==> config.mk <==
export PLATFORM = sky130hd
export DESIGN_NAME = integer_to_ascii_digits
export DESIGN_NICKNAME = d
export VERILOG_FILES = /design/src/itoa_pkg.sv /design/src/integer_to_ascii_digits.sv /design/src/itoa_dpath.sv /design/src/itoa_ctrl.sv
export SDC_FILE = /design/constraint.sdc
export NUM_CORES = 1
export LEC_CHECK = 0
export BUFFER_PORTS_ARGS = -buffer_cell sky130_fd_sc_hd__buf_4
export CORE_ASPECT_RATIO = 0.5
export CORE_UTILIZATION = 61
export DETAILED_ROUTE_END_ITERATION = 6
export GPL_ROUTABILITY_DRIVEN = 0
export PLACE_DENSITY = 0.92
export SYNTH_ARGS = -nofsm -noshare
export SYNTH_HDL_FRONTEND = slang
export SYNTH_HIERARCHICAL = 1
export SYNTH_SLANG_ARGS = --single-unit
==> constraint.sdc <==
create_clock -name clk -period 3.3 [get_ports clk]
set_input_delay 0 -clock clk [delete_from_list [all_inputs] [get_ports clk]]
set_output_delay 0 -clock clk [all_outputs]
set_load 0.005 [all_outputs]
==> src/itoa_pkg.sv <==
// ----------------------------------------------------------------------------
// itoa_pkg: shared types and constants for the integer to ASCII converter
// Holds the word and digit sizing, character codes, mode codes, the
// controller state type and the command/status bundles.
// ----------------------------------------------------------------------------
package itoa_pkg;

  // Word size and derived digit counts
  localparam int WORD_BITS  = 32;
  localparam int DEC_DIGITS = ((WORD_BITS * 1233) >> 12) + 1;
  localparam int DIG_BITS   = 4 * DEC_DIGITS;
  localparam int CNT_W      = $clog2(WORD_BITS + 1);
  localparam int IDX_W      = (DEC_DIGITS > 1) ? $clog2(DEC_DIGITS) : 1;

  // Mode codes
  localparam logic [1:0] MODE_SDEC = 2'd0;
  localparam logic [1:0] MODE_HEX  = 2'd1;

  // Character codes
  localparam logic [6:0] CHAR_MINUS    = 7'h2d;
  localparam logic [6:0] CHAR_ZERO     = 7'h30;
  localparam logic [6:0] CHAR_LOWER_A  = 7'h61;
  localparam logic [6:0] CHAR_HEX_BASE = CHAR_LOWER_A - 7'd10;

  typedef enum logic [2:0] {
    ST_IDLE,
    ST_CONVERT,
    ST_SEEK,
    ST_SIGN,
    ST_EMIT
  } state_t;

  // Controller to datapath commands
  typedef struct packed {
    logic load;
    logic step;
    logic seek;
    logic emit_sign;
    logic emit_digit;
  } ctl_cmd_t;

  // Datapath to controller status
  typedef struct packed {
    logic negative;
    logic conv_done;
    logic last_digit;
  } dp_sts_t;

endpackage

==> src/integer_to_ascii_digits.sv <==
// ----------------------------------------------------------------------------
// integer_to_ascii_digits: integer to ASCII text converter
// Emits the decimal or hex text of a 32-bit value one character at a time.
// ----------------------------------------------------------------------------
// Usage:
//   Input: drive in_value and in_mode and raise start; the transaction is
//   taken on a rising edge where start is high and busy is low. Mode 0 is
//   signed decimal, mode 1 lower-case hex, modes 2 and 3 unsigned decimal.
//   Output: each character appears on out_character for one cycle with
//   out_valid high, most significant first; out_last marks the final one.
//   A leading '-' precedes negative values in signed decimal mode.
//   Timing: decimal first runs the bit-serial BCD converter (one shift
//   per bit of the value, then a check that sees the count done); hex
//   loads nibbles. Then the leading digit is found and the characters
//   (up to 11) follow back to back; busy is low again in the cycle the
//   last character is shown, so the next transaction may start then.
//   The receiver cannot stall; characters are never held.
//   Reset: synchronous, active low; returns to idle and drops out_valid.
// ----------------------------------------------------------------------------
module integer_to_ascii_digits (
  input  logic        clk,
  input  logic        rst_n,
  input  logic        start,
  output logic        busy,
  input  logic [31:0] in_value,
  input  logic [1:0]  in_mode,
  output logic        out_valid,
  output logic [6:0]  out_character,
  output logic        out_last
);
  import itoa_pkg::*;

  ctl_cmd_t cmd;
  dp_sts_t  sts;

  // Sequencer
  itoa_ctrl u_ctrl (
    .clk   (clk),
    .rst_n (rst_n),
    .start (start),
    .busy  (busy),
    .sts   (sts),
    .cmd   (cmd)
  );

  // Datapath
  itoa_dpath u_dpath (
    .clk           (clk),
    .rst_n         (rst_n),
    .in_value      (in_value),
    .in_mode       (in_mode),
    .cmd           (cmd),
    .sts           (sts),
    .out_valid     (out_valid),
    .out_character (out_character),
    .out_last      (out_last)
  );

endmodule

==> src/itoa_dpath.sv <==
// ----------------------------------------------------------------------------
// itoa_dpath: conversion datapath
// Latches the value, converts it to BCD by shift-and-add-3 (one bit per
// cycle) or loads hex nibbles directly, finds the leading digit and drives
// the registered character output.
// ----------------------------------------------------------------------------
module itoa_dpath (
  input  logic                  clk,
  input  logic                  rst_n,
  input  logic [31:0]           in_value,
  input  logic [1:0]            in_mode,
  input  itoa_pkg::ctl_cmd_t    cmd,
  output itoa_pkg::dp_sts_t     sts,
  output logic                  out_valid,
  output logic [6:0]            out_character,
  output logic                  out_last
);
  import itoa_pkg::*;

  logic [WORD_BITS-1:0] word;
  logic                 neg_in;
  logic [WORD_BITS-1:0] mag;
  logic                 hex_in;

  logic [WORD_BITS-1:0] sh_r;
  logic [DIG_BITS-1:0]  dig_r;
  logic [CNT_W-1:0]     cnt_r;
  logic [IDX_W-1:0]     idx_r;
  logic                 neg_r;

  logic [DIG_BITS-1:0]  adj;
  logic [IDX_W-1:0]     lead_idx;
  logic [3:0]           cur_nib;
  logic [6:0]           digit_char;

  logic                 out_valid_r;
  logic [6:0]           out_char_r;
  logic                 out_last_r;

  // Decode the incoming value
  assign word   = in_value[WORD_BITS-1:0];
  assign hex_in = (in_mode == MODE_HEX);
  assign neg_in = (in_mode == MODE_SDEC) && word[WORD_BITS-1];
  assign mag    = neg_in ? (~word + 1'b1) : word;

  // Add 3 to every BCD digit of five or more before the shift
  always_comb begin
    for (int i = 0; i < DEC_DIGITS; i++) begin
      adj[i*4 +: 4] = (dig_r[i*4 +: 4] >= 4'd5) ? (dig_r[i*4 +: 4] + 4'd3)
                                                 : dig_r[i*4 +: 4];
    end
  end

  // Find the most significant nonzero digit; zero maps to the lowest digit
  always_comb begin
    lead_idx = '0;
    for (int i = 0; i < DEC_DIGITS; i++) begin
      if (dig_r[i*4 +: 4] != 4'd0) begin
        lead_idx = IDX_W'(i);
      end
    end
  end

  // Map the current digit to ASCII
  assign cur_nib    = dig_r[idx_r*4 +: 4];
  assign digit_char = (cur_nib < 4'd10) ? (CHAR_ZERO + {3'b000, cur_nib})
                                        : (CHAR_HEX_BASE + {3'b000, cur_nib});

  // Conversion registers
  always_ff @(posedge clk) begin
    if (cmd.load) begin
      neg_r <= neg_in;
      sh_r  <= mag;
      if (hex_in) begin
        dig_r <= DIG_BITS'(word);
        cnt_r <= '0;
      end else begin
        dig_r <= '0;
        cnt_r <= CNT_W'(WORD_BITS);
      end
    end else if (cmd.step) begin
      dig_r <= {adj[DIG_BITS-2:0], sh_r[WORD_BITS-1]};
      sh_r  <= {sh_r[WORD_BITS-2:0], 1'b0};
      cnt_r <= cnt_r - 1'b1;
    end
    if (cmd.seek) begin
      idx_r <= lead_idx;
    end else if (cmd.emit_digit) begin
      idx_r <= idx_r - 1'b1;
    end
  end

  // Output strobe
  always_ff @(posedge clk) begin
    if (!rst_n) begin
      out_valid_r <= 1'b0;
    end else begin
      out_valid_r <= cmd.emit_sign | cmd.emit_digit;
    end
  end

  // Output payload
  always_ff @(posedge clk) begin
    if (cmd.emit_sign) begin
      out_char_r <= CHAR_MINUS;
      out_last_r <= 1'b0;
    end else if (cmd.emit_digit) begin
      out_char_r <= digit_char;
      out_last_r <= (idx_r == '0);
    end
  end

  assign sts.negative   = neg_r;
  assign sts.conv_done  = (cnt_r == '0);
  assign sts.last_digit = (idx_r == '0);

  assign out_valid     = out_valid_r;
  assign out_character = out_char_r;
  assign out_last      = out_last_r;

`ifndef SYNTH
  a_sign_not_last: assert property (@(posedge clk) disable iff (!rst_n)
    cmd.emit_sign |=> (out_valid && !out_last && out_character == CHAR_MINUS))
    else $error("sign character flagged wrongly");
  a_seek_after_conv: assert property (@(posedge clk) disable iff (!rst_n)
    cmd.seek |-> (cnt_r == '0))
    else $error("leading digit search before conversion finished");
  a_step_bounded: assert property (@(posedge clk) disable iff (!rst_n)
    cmd.step |-> (cnt_r != '0))
    else $error("conversion step past the last bit");
`endif

endmodule

==> src/itoa_ctrl.sv <==
// ----------------------------------------------------------------------------
// itoa_ctrl: conversion sequencer
// Walks each transaction through load, bit-serial conversion (decimal
// only), leading digit search, optional sign and one digit per cycle.
// ----------------------------------------------------------------------------
module itoa_ctrl (
  input  logic                  clk,
  input  logic                  rst_n,
  input  logic                  start,
  output logic                  busy,
  input  itoa_pkg::dp_sts_t     sts,
  output itoa_pkg::ctl_cmd_t    cmd
);
  import itoa_pkg::*;

  state_t state_r;
  state_t state_nxt;

  // State register
  always_ff @(posedge clk) begin
    if (!rst_n) begin
      state_r <= ST_IDLE;
    end else begin
      state_r <= state_nxt;
    end
  end

  // Next state and commands
  always_comb begin
    state_nxt = state_r;
    cmd       = '0;
    unique case (state_r)
      ST_IDLE: begin
        if (start) begin
          cmd.load  = 1'b1;
          state_nxt = ST_CONVERT;
        end
      end
      ST_CONVERT: begin
        if (sts.conv_done) begin
          state_nxt = ST_SEEK;
        end else begin
          cmd.step = 1'b1;
        end
      end
      ST_SEEK: begin
        cmd.seek  = 1'b1;
        state_nxt = sts.negative ? ST_SIGN : ST_EMIT;
      end
      ST_SIGN: begin
        cmd.emit_sign = 1'b1;
        state_nxt     = ST_EMIT;
      end
      ST_EMIT: begin
        cmd.emit_digit = 1'b1;
        if (sts.last_digit) begin
          state_nxt = ST_IDLE;
        end
      end
      default: begin
        state_nxt = ST_IDLE;
      end
    endcase
  end

  assign busy = (state_r != ST_IDLE);

`ifndef SYNTH
  a_start_accepted: assert property (@(posedge clk) disable iff (!rst_n)
    (start && !busy) |=> (state_r == ST_CONVERT))
    else $error("accepted transaction did not enter conversion");
  a_one_command: assert property (@(posedge clk) disable iff (!rst_n)
    $onehot0({cmd.load, cmd.step, cmd.seek, cmd.emit_sign, cmd.emit_digit}))
    else $error("more than one datapath command");
  a_last_ends: assert property (@(posedge clk) disable iff (!rst_n)
    (cmd.emit_digit && sts.last_digit) |=> !busy)
    else $error("still busy after last digit");
`endif

endmodule

# [After elaboration in Yosys (flattened, before gate mapping)]
# Cells that the tools add are included.
[word_totals] reg_bits=95 latch_bits=0 mem_bits_rw=0 romBits=0 in_bits=37 output_inout_bits=10 word_cells=107 memories=0
[classes] n_addsub=15 n_mul=0 n_div=0 magnitude_cmp=11 eq_ne=8 shifts=1 muxes=43 bitwise=2 n_reduce_logical=18
[op_table] operator="2-to-1 mux 32 bit" n=4
[op_table] operator="2-to-1 mux 40 bit" n=2
[op_table] operator="2-to-1 mux 4 bit" n=13
[op_table] operator="greater-or-equal comparator 4 x 3 -> 1 bit (second input constant)" n=10
[op_table] operator="variable part select 40 x 7 -> 4 bit" n=1
[op_table] operator="adder 4 x 2 -> 4 bit (second input constant)" n=9
[op_table] operator="nonzero test 4 bit" n=9
[op_table] operator="adder 32 x 1 -> 32 bit (second input constant)" n=1
[op_table] operator="NOT 32 bit" n=1
[op_table] operator="2-to-1 mux 3 bit" n=9
[op_table] operator="2-to-1 mux 6 bit" n=3
[op_table] operator="one-hot mux 3 bit (5 select lines)" n=1
[op_table] operator="2-to-1 mux 1 bit" n=8
[op_table] operator="adder 6 x 4 -> 7 bit (first input constant)" n=1
[op_table] operator="adder 7 x 4 -> 7 bit (first input constant)" n=1
[op_table] operator="2-to-1 mux 7 bit" n=1
[op_table] operator="equality test 3 x 2 -> 1 bit (second input constant)" n=2
[op_table] operator="zero test 6 bit" n=1
[op_table] operator="!= test 2 bit (second input constant)" n=3
[op_table] operator="subtractor 6 x 1 -> 6 bit (second input constant)" n=1
[op_table] operator="zero test 4 bit" n=1
[op_table] operator="< comparator 4 bit (second input constant)" n=1
[op_table] operator="2-to-1 mux 2 bit" n=2
[op_table] operator="nonzero test 2 bit" n=2
[op_table] operator="11 further kinds" n=11

# [Depth between registers and ports, before layout]
# Gate-level depths: netlist of run 1.
[logic_depth] word_depth=11 mapped_depth=11 ltp_nobuf=9

# [Hierarchy]
# The synthesis of run 1 kept the hierarchy.
[by_module_without_submodules] module="itoa_dpath" n_inst=1 cells_per_inst=610 area_each_um2=5940.7 seq_area_each_um2=2672.6
[by_module_without_submodules] module="itoa_ctrl" n_inst=1 cells_per_inst=31 area_each_um2=261.5 seq_area_each_um2=60.1

# [Worst setup path before layout of run 1]
# Ideal clock, no wire load.
[synth_timing] kind="register to register" startpoint="reg u_ctrl.state_r[1]" endpoint="reg u_dpath.cnt_r[0] (enable)" setup_time_ns=0.403 t_arrival_ns=2.448 t_required_ns=2.897 setup_slack_ns=0.450 stages_incl_launch_ff=7 period_less_slack_ns=2.850 path_cell_list="dfxtp_1 > buf_2 > or3_1 > nor2_1 > clkbuf_1 > clkbuf_8 > or2_2"
[synth_rtl] element="start: declaration" line="itoa_ctrl.sv:16" rtl="state_t state_r;"
[synth_rtl] element="start signal: assignment" line="itoa_ctrl.sv:24" rtl="state_r <= state_nxt;"
[synth_rtl] element="end signal: assignment" line="itoa_dpath.sv:79" rtl="cnt_r <= CNT_W'(WORD_BITS);"
[synth_rtl] element="end signal: assignment" line="itoa_dpath.sv:84" rtl="cnt_r <= cnt_r - 1'b1;"
[synth_rtl] element="end: declaration" line="itoa_dpath.sv:27" rtl="logic [CNT_W-1:0] cnt_r;"

==> results of run 1 <==
## cells by family after synthesis
| kind of cell | count (synthesis) | share of synthesized area |
|---|---|---|
| AOI/OAI and AO/OA | 162 | 0.155 |
| DFF | 95 | 0.441 |
| adders and majority gates | 25 | 0.0504 |
| muxes | 19 | 0.0432 |
| and+or+nand+nor | 227 | 0.190 |
| buffers and inverters | 63 | 0.0508 |
| xor gates and xnor gates | 50 | 0.0706 |
## cell type report
class	count	area, um2	area share
multi-input cells	483	3170	0.448
flip-flops and latches	95	2730	0.387
repair buffers	74	611	0.0864
clock buffers	11	233	0.0329
well taps	135	169	0.0239
inverters	34	128	0.0181
clock inverters	5	25.0	0.00354
## worst max-delay path: stages, from the launching register on
cell	delay, ns
dfxtp_1	0.43
or3_1	0.48
nor2_4	0.24
or2_4	0.86
## report_power, final
| part | switching [uW] | total, uW | internal, uW |
|---|---|---|---|
| Clock | 437 | 941 | 504 |
| Combinational | 902 | 1610 | 705 |
| Sequential | 341 | 2130 | 1790 |
| Total | 1680 | 4680 | 3000 |
## layer usage
| metal | wire [um] | track usage | vias up |
|---|---|---|---|
| li1 | - | - | 2405 |
| met1 | 6300 | 0.407 | 2453 |
| met2 | 7020 | 0.485 | 336 |
| met3 | 1540 | 0.0750 | 44 |
| met4 | 354 | 0.126 | 0 |
| met5 | 0 | 0 | - |
## what timing repair did
item / in CTS / in global routing
hold buffers: 22 / 0
hold endpoints to repair: 25 / 0
buffers inserted: 0 / 0
## cells in the final DEF (no fill, tap or decap), drive strengths merged, types with 11 or more instances in the layout
| cell | Yosys | layout |
|---|---|---|
| clkbuf | 19 | 11 |
| nor3b | 17 | 17 |
| o21ai | 51 | 51 |
| inv | 34 | 34 |
| edfxtp | 83 | 83 |
| ha | 25 | 25 |
| xor2 | 27 | 27 |
| buf | 10 | 52 |
| a21oi | 69 | 69 |
| or3 | 11 | 11 |
| nand2 | 56 | 56 |
| nor2 | 80 | 80 |
| xnor2 | 23 | 23 |
| nor3 | 16 | 16 |
| dfxtp | 12 | 12 |
| mux2i | 11 | 11 |
| nand2b | 17 | 17 |
| dlygate4sd3 | 0 | 22 |
| o31ai | 13 | 13 |
## per-stage QoR
| step | cell area [um2] | utilization | instances | worst slack, ns | hold WS (ns) |
|---|---|---|---|---|---|
| finish | 7060 | 0.731 | 837 | 0.810 | 0.0127 |
| global placement | 6590 | 0.681 | 799 | 0.915 | 0.236 |
| CTS | 7060 | 0.731 | 837 | 0.804 | 0.00138 |
| floorplan | 6200 | - | 641 | 0.450 | 0.118 |
| detailed placement | 6590 | 0.681 | 799 | 0.826 | 0.250 |
| global route | 7060 | 0.731 | 837 | 0.677 | 0.0180 |
## registers in the layout, indices dropped and copies added, names as in the netlist
register	count
u_dpath/dig_r	40
u_dpath/sh_r	32
u_dpath/out_character	7
u_dpath/cnt_r	6
u_dpath/idx_r	4
u_ctrl/state_r	3
u_dpath/neg_r	1
u_dpath/out_last	1
u_dpath/out_valid	1
## path summary, 6_finish.rpt
check / startpoint / to / slack, ns / cells past startpoint
min reg2reg: u_dpath/out_character[5]$_SDFFE_PP1P_ / u_dpath/out_character[5]$_SDFFE_PP1P_ / 0.45 / 1
max reg2reg: u_ctrl/state_r[0]$_SDFFE_PN0P_ / u_dpath/sh_r[26]$_DFFE_PP_ / 0.81 / 3
min: in_value[29] / u_dpath/dig_r[29]$_DFFE_PP_ / 0.01 / 3
max: u_ctrl/state_r[0]$_SDFFE_PN0P_ / u_dpath/sh_r[26]$_DFFE_PP_ / 0.81 / 3
==> summary.md, run 1 <==
| Metric | Value |
|---|---|
| Setup crit end kind | flip-flop |
| EDFF count, synth | 83 |
| Clock tree sinks | 95 |
| Crit-path max FO | 78 |
| Post-synth ARST share | 0 |
| Routed vias | 5238 |
| Antenna violations before repair | 0 |
| Drt wl/cell | 18.2 um |
| Area growth, synth to finish | 13.9% |
| Final min period | 2.49 ns |
| DIE HEIGHT | 73.3 um |
| GRT overflow | 0 |
| Worst-Margin Slew | 1.10 ns |
| Initial DRC count | 885 |
| Post-synth top area share | 0.402 |
| Final period util | 0.755 |
| Status | completed |
| Final Hold Fails | 0 |
| Top cells by area, synth | edfxtp_1 (40%), a21oi_1 (5.6%), ha_1 (5.0%) |
| CTS tree | done |
| Largest net degree at the start of global routing | 79 |
| DR vias/cell | 6.26 |
| Core ar. | 9670 um2 |
| Antenna Cells | 0 |
| Worst-skew pair later-pin latency | 0.35 ns |
| Finish-stage setup viols | 0 |
| IO Count | 47 |
| CTS clk-pin slew, worst paths | 0.06 ns |
| Pwr dens | 662 nW/um2 |
| Hold crit path type | primary input to flip-flop |
| Static leakage | 0.00264 uW |
| Fill cell count | 603 |
| Die area | 10600 um2 |
| Post-synthesis sequential area ratio | 0.441 |
| Htree depth | 3 |
| Area leader, netlist | edfxtp_1 |
| Setup TNS | 0 ns |
| Layout cells sized above 1 | 0.131 |
| Worst clock skew | 0.0101 ns |
| Routed Antenna Nets | 0 |
| Die W | 145 um |
| Global-route wire length before repair | 24.3 mm |
| Initial Util | 0.642 |
| Cells after synthesis | 641 |
| Overall global routing resource usage | 0.306 |
| Top cell types by occurrence after synthesis | edfxtp_1 (83), nor2_1 (79), a21oi_1 (69) |
| Crit path kind | flip-flop to flip-flop |
| Worst rel slew slack | 0.264 |
| Worst setup SP type | flip-flop |
| Vias in the first global route | 4953 |
| Max VDD drop | 357 uV |
| FMAX | 0.402 GHz |
| Hpwl dp | 10.1 mm |
| MaxCap Viol Count | 0 |
| CTS Root Cell | clkbuf_16 |
| Syn nets | 703 |
| Critical Path RT | 3.27 ns |
| Drt total wl | 15.2 mm |
| RSZ-0062 raised after global routing | false |
| CTS max path bufs | 2 |
| CP arrival | 2.46 ns |
| Most numerous cell in the Yosys netlist | edfxtp_1 |
| Synthesized cell area | 6200 um2 |
| Post-CTS sizing | 0 |
| Nets | 759 |
| Port Buffers | 46 |
| Main synth FF type | edfxtp_1 |
| Final Max Slew Viols | 0 |
| FP Rows | 25 |
| Distinct cell type count after synthesis | 66 |
| Syn. warnings | 6 |
| Syn avg cell area | 9.68 um2 |
| Yosys reg bits | 95 |
| TritonCTS Buffers | 9 |
| Drt first pass iters | 5 |
| Tot Pwr | 4680 uW |
| Drc violations | 0 |
Note: power is estimated with default switching activity, not from simulation.
==> inputs of run 2 (changes only) <==
Settings changed: ABC_AREA set to 1, CORE_UTILIZATION 61 to 55, PLACE_DENSITY 0.92 to 0.88.
Clock period 3.3 ns to 2.12 ns, I/O delays scaled along.
==> summary.md, run 2 <==
| Metric | Value |
|---|---|
| Status | finished with violations (was completed) |
| Violated checks | DRC |
| Post-synthesis sequential area ratio | 0.424 (was 0.441) |
| Clock tree sinks | 95 (unchanged) |
| Vias in the first global route | 5475 (was 4953) |
| Worst r2r path cells | 11 (was 3) |
| Pwr dens | 1480 nW/um2 (was 662 nW/um2) |
| Largest net degree at the start of global routing | 68 (was 79) |
| Top cells by area, synth | edfxtp_1 (39%), nand2_1 (10%), nand3_1 (7.5%) (was edfxtp_1 (40%), a21oi_1 (5.6%), ha_1 (5.0%)) |
| Crit path launch | u_dpath/idx_r[0]$_DFFE_PP_ (was u_ctrl/state_r[0]$_SDFFE_PN0P_) |
| Commonest non-fill, non-tap cell in the layout | nand2_1 (was edfxtp_1) |
| Fill cell count | 880 (was 603) |
| Most numerous cell in the Yosys netlist | nand2_1 (was edfxtp_1) |
| Design area | 7380 um2 (was 7060 um2) |
| Top cell types by occurrence after synthesis | nand2_1 (176), inv_1 (99), nand3_1 (96) (was edfxtp_1 (83), nor2_1 (79), a21oi_1 (69)) |
| Max VDD drop | 610 uV (was 357 uV) |
| DR vias/cell | 5.98 (was 6.26) |
| Worst Setup EP | u_dpath/out_character[1]$_SDFFE_PP0P_ (was u_dpath/sh_r[26]$_DFFE_PP_) |
| Drt first pass iters | 7 (was 5) |
| Crit-path max FO | 28 (was 78) |
| Port Buffers | 46 (unchanged) |
| CTS clk-pin slew, worst paths | 0.06 ns (about the same) |
| Final min period | 1.96 ns (was 2.49 ns) |
| Final WS setup | 0.157 ns (was 0.810 ns) |
| Layout cells sized above 1 | 0.144 (was 0.131) |
| Complex-gate fraction of the synthesized area | 0.134 (was 0.155) |
| DIE HEIGHT | 78.5 um (was 73.3 um) |
| CTS Root Cell | clkbuf_16 (unchanged) |
| Worst clock skew | 0.00994 ns (was 0.0101 ns) |
| Biggest register | u_dpath/dig_r (unchanged) |
| Synth Area in Adders | 0.0485 (was 0.0504) |
| Routed vias | 6221 (was 5238) |
| MaxCap Viol Count | 0 (unchanged) |
| Hpwl dp | 12.2 mm (was 10.1 mm) |
| Drt wl/cell | 16.3 um (was 18.2 um) |
| Antenna violations before repair | 0 (unchanged) |
| Drt total wl | 17.0 mm (was 15.2 mm) |
| Area leader, netlist | edfxtp_1 (unchanged) |
| FF/Latch Area | 2730 um2 (unchanged) |
| Initial Util | 0.576 (was 0.642) |
| Worst-skew pair later-pin latency | 0.35 ns (about the same) |
| Main synth FF type | edfxtp_1 (unchanged) |
| Static leakage | 0.00321 uW (was 0.00264 uW) |
| CTS tree | done (unchanged) |
| Final period util | 0.926 (was 0.755) |
| Crit path kind | flip-flop to flip-flop (unchanged) |
| Syn. warnings | 6 (unchanged) |
| Highest-count cells in the layout ignoring fill and taps | nand2_1 (176), inv_1 (99), nand3_1 (96) (was edfxtp_1 (83), nor2_1 (77), a21oi_1 (69)) |
| Finish-stage setup viols | 0 (unchanged) |
| Initial DRC count | 939 (was 885) |
| Crit path cell chain | buf_6 > inv_4 > a21oi_1 > o21ai_0 > nand3_1 > nand3_1 > nand2_1 > inv_2 > ha_1 > nand3b_1 > a21oi_1 (was or3_1 > nor2_4 > or2_4) |
| Post-synth top area share | 0.387 (was 0.402) |
| Setup crit end kind | flip-flop (unchanged) |
| Mux contribution to synthesized area | 0 (was 0.0432) |
| Syn nets | 891 (was 703) |
| WHS | 0.00147 ns (was 0.0127 ns) |
| Syn avg cell area | 7.77 um2 (was 9.68 um2) |
| Drc violations | 7 (was 0) |
| Tot Pwr | 10900 uW (was 4680 uW) |
| TritonCTS Buffers | 9 (unchanged) |
| XOR/XNOR share of the synthesized area | 0.0190 (was 0.0706) |
| HP Start | in_value[3] (was in_value[29]) |
| Core ar. | 11200 um2 (was 9670 um2) |
| Distinct cell type count after synthesis | 44 (was 66) |
| Final Hold Fails | 0 (unchanged) |
| CP arrival | 2.23 ns (was 2.46 ns) |
| R2r setup slk | 0.16 ns (was 0.81 ns) |
| Routed Antenna Nets | 0 (unchanged) |
| Worst setup SP type | flip-flop (unchanged) |
| Setup TNS | 0 ns (unchanged) |
| Htree depth | 3 (unchanged) |
| Antenna Cells | 0 (unchanged) |
| FMAX | 0.509 GHz (was 0.402 GHz) |
| RSZ-0062 raised after global routing | false (unchanged) |
| CTS max path bufs | 2 (unchanged) |
| Critical Path RT | 2.39 ns (was 3.27 ns) |
| FF-to-FF End | u_dpath/out_character[1]$_SDFFE_PP0P_ (was u_dpath/sh_r[26]$_DFFE_PP_) |
| Worst rel slew slack | 0.444 (was 0.264) |
| GRT overflow | 0 (unchanged) |
| Cells after synthesis | 829 (was 641) |
| Max FFs per register | 40 (unchanged) |
| Worst-Margin Slew | 0.827 ns (was 1.10 ns) |
| Nets | 939 (was 759) |
| Overall global routing resource usage | 0.283 (was 0.306) |
| Post-synth ARST share | 0 (unchanged) |
| Placed cell areas | 7020 um2 (was 6590 um2) |
| Largest family of logic cells by synthesized area | simple AND/OR/NAND/NOR gates (unchanged) |
| Die W | 155 um (was 145 um) |
| FP Rows | 27 (was 25) |
| Hold crit path type | primary input to flip-flop (unchanged) |
| Die area | 12200 um2 (was 10600 um2) |
| EDFF count, synth | 83 (unchanged) |
| CP max stage delay | 0.34 ns (was 0.86 ns) |
| Reg2reg start | u_dpath/idx_r[0]$_DFFE_PP_ (was u_ctrl/state_r[0]$_SDFFE_PN0P_) |
| IO Count | 47 (unchanged) |
| Yosys reg bits | 95 (unchanged) |
| Final Max Slew Viols | 0 (unchanged) |
| Synthesized cell area | 6440 um2 (was 6200 um2) |
| Area of the multi-input gates | 3130 um2 (was 3170 um2) |
| Simple-gate area share of the yosys netlist | 0.282 (was 0.190) |
| Global-route wire length before repair | 26.9 mm (was 24.3 mm) |
| Place WS | 0.157 ns (was 0.826 ns) |
| Crit path max-delay cell type | edfxtp_1 (was or2_4) |
| Area growth, synth to finish | 14.5% (was 13.9%) |
run 2: what timing repair did:
action	CTS	global route
endpoints found under the setup margin	0	3
hold buffers	2	0
buffers inserted	0	4
gates resized for setup	0	1
endpoints found under the hold margin	5	0
run 2: cells by family (layout without fill, tap and decap cells):
| kind of cell | Yosys count | in the layout |
|---|---|---|
| AOI/OAI and AO/OA | 147 | 147 |
| xor gates and xnor gates | 14 | 14 |
| adders and majority gates | 25 | 25 |
| buffers and inverters | 148 | 201 |
| DFF | 95 | 95 |
| and+or+nand+nor | 400 | 400 |
run 2: report_power, final:
part           total, uW  internal (uW)  switching (uW)
Combinational       5110           1850            3260
Clock               1710           1030             682
Sequential          4120           3520             603
run 2: through the flow:
| stage | utilization | cells |
|---|---|---|
| finish | 0.660 | 1041 |
| global route | 0.660 | 1041 |
| CTS | 0.657 | 1037 |
| detailed placement | 0.628 | 1019 |
| global placement | 0.628 | 1019 |
| floorplan | - | 829 |
run 2: how the worst min path moves through the flow:
stage | end | cells past startpoint
2_1_floorplan | u_dpath/out_valid$_SDFF_PN0_ | 2
3_3_place_gp | u_dpath/out_valid$_SDFF_PN0_ | 3
3_5_place_dp | u_dpath/out_valid$_SDFF_PN0_ | 3
4_1_cts | u_dpath/sh_r[3]$_DFFE_PP_ | 3
5_1_grt | u_dpath/dig_r[18]$_DFFE_PP_ | 2
6_report | u_dpath/sh_r[3]$_DFFE_PP_ | 3
run 2: layer usage:
metal | vias up | part of all wire | global-route usage
met4 | 0 | 0.023 | 0.0832
met5 | - | 0 | 0
li1 | 2921 | - | -
met3 | 57 | 0.13 | 0.0629
met2 | 432 | 0.44 | 0.445
met1 | 2811 | 0.41 | 0.392
run 2: final cells by class:
| class | instances | area share |
|---|---|---|
| Clock buffer | 11 | 0.0315 |
| Clock inverter | 5 | 0.00984 |
| Inverter | 120 | 0.0614 |
| Multi-Input combinational cell | 586 | 0.424 |
| Sequential cell | 95 | 0.370 |
| Tap cell | 159 | 0.0270 |
| Timing Repair Buffer | 65 | 0.0758 |
run 2: critical path, delay by kind of cell (launching register included):
kind,cells,cell delay (ns)
adder cells (fa/ha/maj),1,0.27
AO/OA/AOI/OAI,3,0.41
AND/OR/NAND/NOR,4,0.46
flip-flops,1,0.34
buffers and inverters,3,0.40
==> inputs of run 3 (changes only) <==
Settings changed: ABC_AREA 1 to unset.
==> summary.md, run 3 (same netlist as run 1, synthesis figures left out) <==
| Metric | Value |
|---|---|
| Worst rel slew slack | 0.532 (was 0.444) |
| Static leakage | 0.00283 uW (was 0.00321 uW) |
| Pwr dens | 1070 nW/um2 (was 1480 nW/um2) |
| Drc violations | 0 (was 7) |
| Final Hold Fails | 0 (unchanged) |
| Worst-skew pair later-pin latency | 0.35 ns (about the same) |
| CTS Root Cell | clkbuf_16 (unchanged) |
| Place WS | -0.155 ns (was 0.157 ns) |
| Worst r2r path cells | 7 (was 11) |
| Core ar. | 10600 um2 (was 11200 um2) |
| GRT overflow | 0 (unchanged) |
| Worst Hold Depth | 3 (unchanged) |
| Setup crit end kind | flip-flop (unchanged) |
| Routed vias | 5623 (was 6221) |
| CTS max path bufs | 2 (unchanged) |
| Final period util | 1.06 (was 0.926) |
| HP Start | in_value[6] (was in_value[3]) |
| WL met2 | 8.13 mm (was 7.46 mm) |
| Critical Path RT | 2.19 ns (was 2.39 ns) |
| Overall global routing resource usage | 0.294 (was 0.283) |
| Biggest register | u_dpath/dig_r (unchanged) |
| Drt total wl | 17.5 mm (was 17.0 mm) |
| CP arrival | 2.31 ns (was 2.23 ns) |
| Worst setup SP type | flip-flop (unchanged) |
| Nets | 786 (was 939) |
| Violated checks | setup timing (was DRC) |
| Wire length on met3 | 2.02 mm (was 2.16 mm) |
| WL met1 | 6.77 mm (was 6.98 mm) |
| Commonest non-fill, non-tap cell in the layout | edfxtp_1 (was nand2_1) |
| IO Count | 47 (unchanged) |
| Highest-count cells in the layout ignoring fill and taps | edfxtp_1 (83), nor2_1 (77), buf_4 (74) (was nand2_1 (176), inv_1 (99), nand3_1 (96)) |
| FP Rows | 26 (was 27) |
| Crit path kind | flip-flop to flip-flop (unchanged) |
| Worst clock skew | 0.0106 ns (was 0.00994 ns) |
| Status | finished with violations (unchanged) |
| Die area | 11700 um2 (was 12200 um2) |
| Drt wl/cell | 20.2 um (was 16.3 um) |
| WHS | 0.0110 ns (was 0.00147 ns) |
| CTS clk-pin slew, worst paths | 0.07 ns (was 0.06 ns) |
| Die W | 152 um (was 155 um) |
| CTS tree | done (unchanged) |
| Antenna violations before repair | 1 (was 0) |
| Final Max Slew Viols | 0 (unchanged) |
| Final min period | 2.24 ns (was 1.96 ns) |
| Htree depth | 3 (unchanged) |
| Final Util | 0.707 (was 0.660) |
| Hold crit path type | primary input to flip-flop (unchanged) |
| R2r setup slk | -0.12 ns (was 0.16 ns) |
| Area growth, synth to finish | 20.5% (was 14.5%) |
| Hold EP | u_dpath/dig_r[6]$_DFFE_PP_ (was u_dpath/sh_r[3]$_DFFE_PP_) |
| Drt first pass iters | 6 (was 7) |
| Global-route wire length before repair | 27.0 mm (was 26.9 mm) |
| Largest net degree at the start of global routing | 70 (was 68) |
| FMAX | 0.446 GHz (was 0.509 GHz) |
| Layout cells sized above 1 | 0.188 (was 0.144) |
| Finish-stage setup viols | 6 (was 0) |
| Cell Count, Final, Fillers Out | 869 (was 1041) |
| Final WS setup | -0.120 ns (was 0.157 ns) |
| Vias in the first global route | 5347 (was 5475) |
| MaxCap Viol Count | 0 (unchanged) |
| Initial Util | 0.587 (was 0.576) |
| DIE HEIGHT | 77.1 um (was 78.5 um) |
| Top layer in use | met4 (unchanged) |
| Port Buffers | 46 (unchanged) |
| Max VDD drop | 475 uV (was 610 uV) |
| FF-to-FF End | u_dpath/dig_r[22]$_DFFE_PP_ (was u_dpath/out_character[1]$_SDFFE_PP0P_) |
| Max FFs per register | 40 (unchanged) |
| Reg2reg start | u_dpath/dig_r[20]$_DFFE_PP_ (was u_dpath/idx_r[0]$_DFFE_PP_) |
| Worst-Margin Slew | 0.701 ns (was 0.827 ns) |
| DR vias/cell | 6.47 (was 5.98) |
| Dpl cells | 826 (was 1019) |
| Initial DRC count | 1069 (was 939) |
| Tot Pwr | 8000 uW (was 10900 uW) |
| Antenna Cells | 0 (unchanged) |
| Crit-path max FO | 5 (was 28) |
| Hpwl dp | 10.5 mm (was 12.2 mm) |
| TritonCTS Buffers | 9 (unchanged) |
| Routed Antenna Nets | 0 (unchanged) |
| Clock tree sinks | 95 (unchanged) |
| RSZ-0062 raised after global routing | true (was false) |
run 3: routing by layer:
metal | global-route usage | vias to the layer above
met5 | 0 | -
met4 | 0.121 | 0
met3 | 0.0820 | 91
met2 | 0.485 | 427
met1 | 0.366 | 2639
li1 | - | 2466
run 3: report_power, final:
| group | internal, uW | switching (uW) | total (uW) |
|---|---|---|---|
| logic | 1290 | 1650 | 2940 |
| registers | 2780 | 547 | 3330 |
| clock network | 1020 | 708 | 1730 |
| total | 5090 | 2910 | 8000 |
run 3: timing repair:
| item | 4_1_cts | 5_1_grt |
|---|---|---|
| resized for setup | 12 | 12 |
| pin swaps | 6 | 8 |
| gates cloned | 0 | 1 |
| setup endpoints to repair | 4 | 61 |
| buffers inserted | 4 | 1 |
| endpoints found under the hold margin | 24 | 0 |
| hold buffers | 21 | 0 |
run 3: final cells by class:
cell class	instances	area, um2
inverters	34	128
well taps	140	175
fillers	659	3100
multi-input cells	483	3250
clock inverters	7	87.6
flip-flops and latches	95	2730
clock buffers	9	225
repair buffers	101	872
run 3: how the worst max path moves through the flow:
| stage | startpoint | end | slack [ns] |
|---|---|---|---|
| floorplan | u_ctrl/state_r[2]$_SDFFE_PN0P_ | u_dpath/cnt_r[0]$_SDFFCE_PP0P_ | -0.13 |
| global placement | u_dpath/idx_r[0]$_DFFE_PP_ | u_dpath/out_character[1]$_SDFFE_PP0P_ | -0.03 |
| detailed placement | u_dpath/idx_r[0]$_DFFE_PP_ | u_dpath/out_character[1]$_SDFFE_PP0P_ | -0.15 |
| CTS | u_dpath/idx_r[0]$_DFFE_PP_ | u_dpath/out_character[1]$_SDFFE_PP0P_ | 0.002 |
| global route | u_dpath/idx_r[0]$_DFFE_PP_ | u_dpath/out_character[0]$_SDFFE_PP1P_ | -0.20 |
| finish | u_dpath/dig_r[20]$_DFFE_PP_ | u_dpath/dig_r[22]$_DFFE_PP_ | -0.12 |
run 3: stage by stage:
stage	setup TNS [ns]	instance area (um2)
after floorplan	-9.93	6230
after global placement	-0.0439	6790
after detailed placement	-0.258	6790
after CTS	0	7400
after global routing	-1.16	7470
final	-0.352	7470
run 3: worst max-delay path, stage by stage (launching register included):
cell and delay, ns:
edfxtp_1 0.49, inv_1 0.16, ha_1 0.31, nand2b_1 0.13, a21oi_1 0.45, nor2_1 0.11, a21oi_1 0.18, o21ai_0 0.13
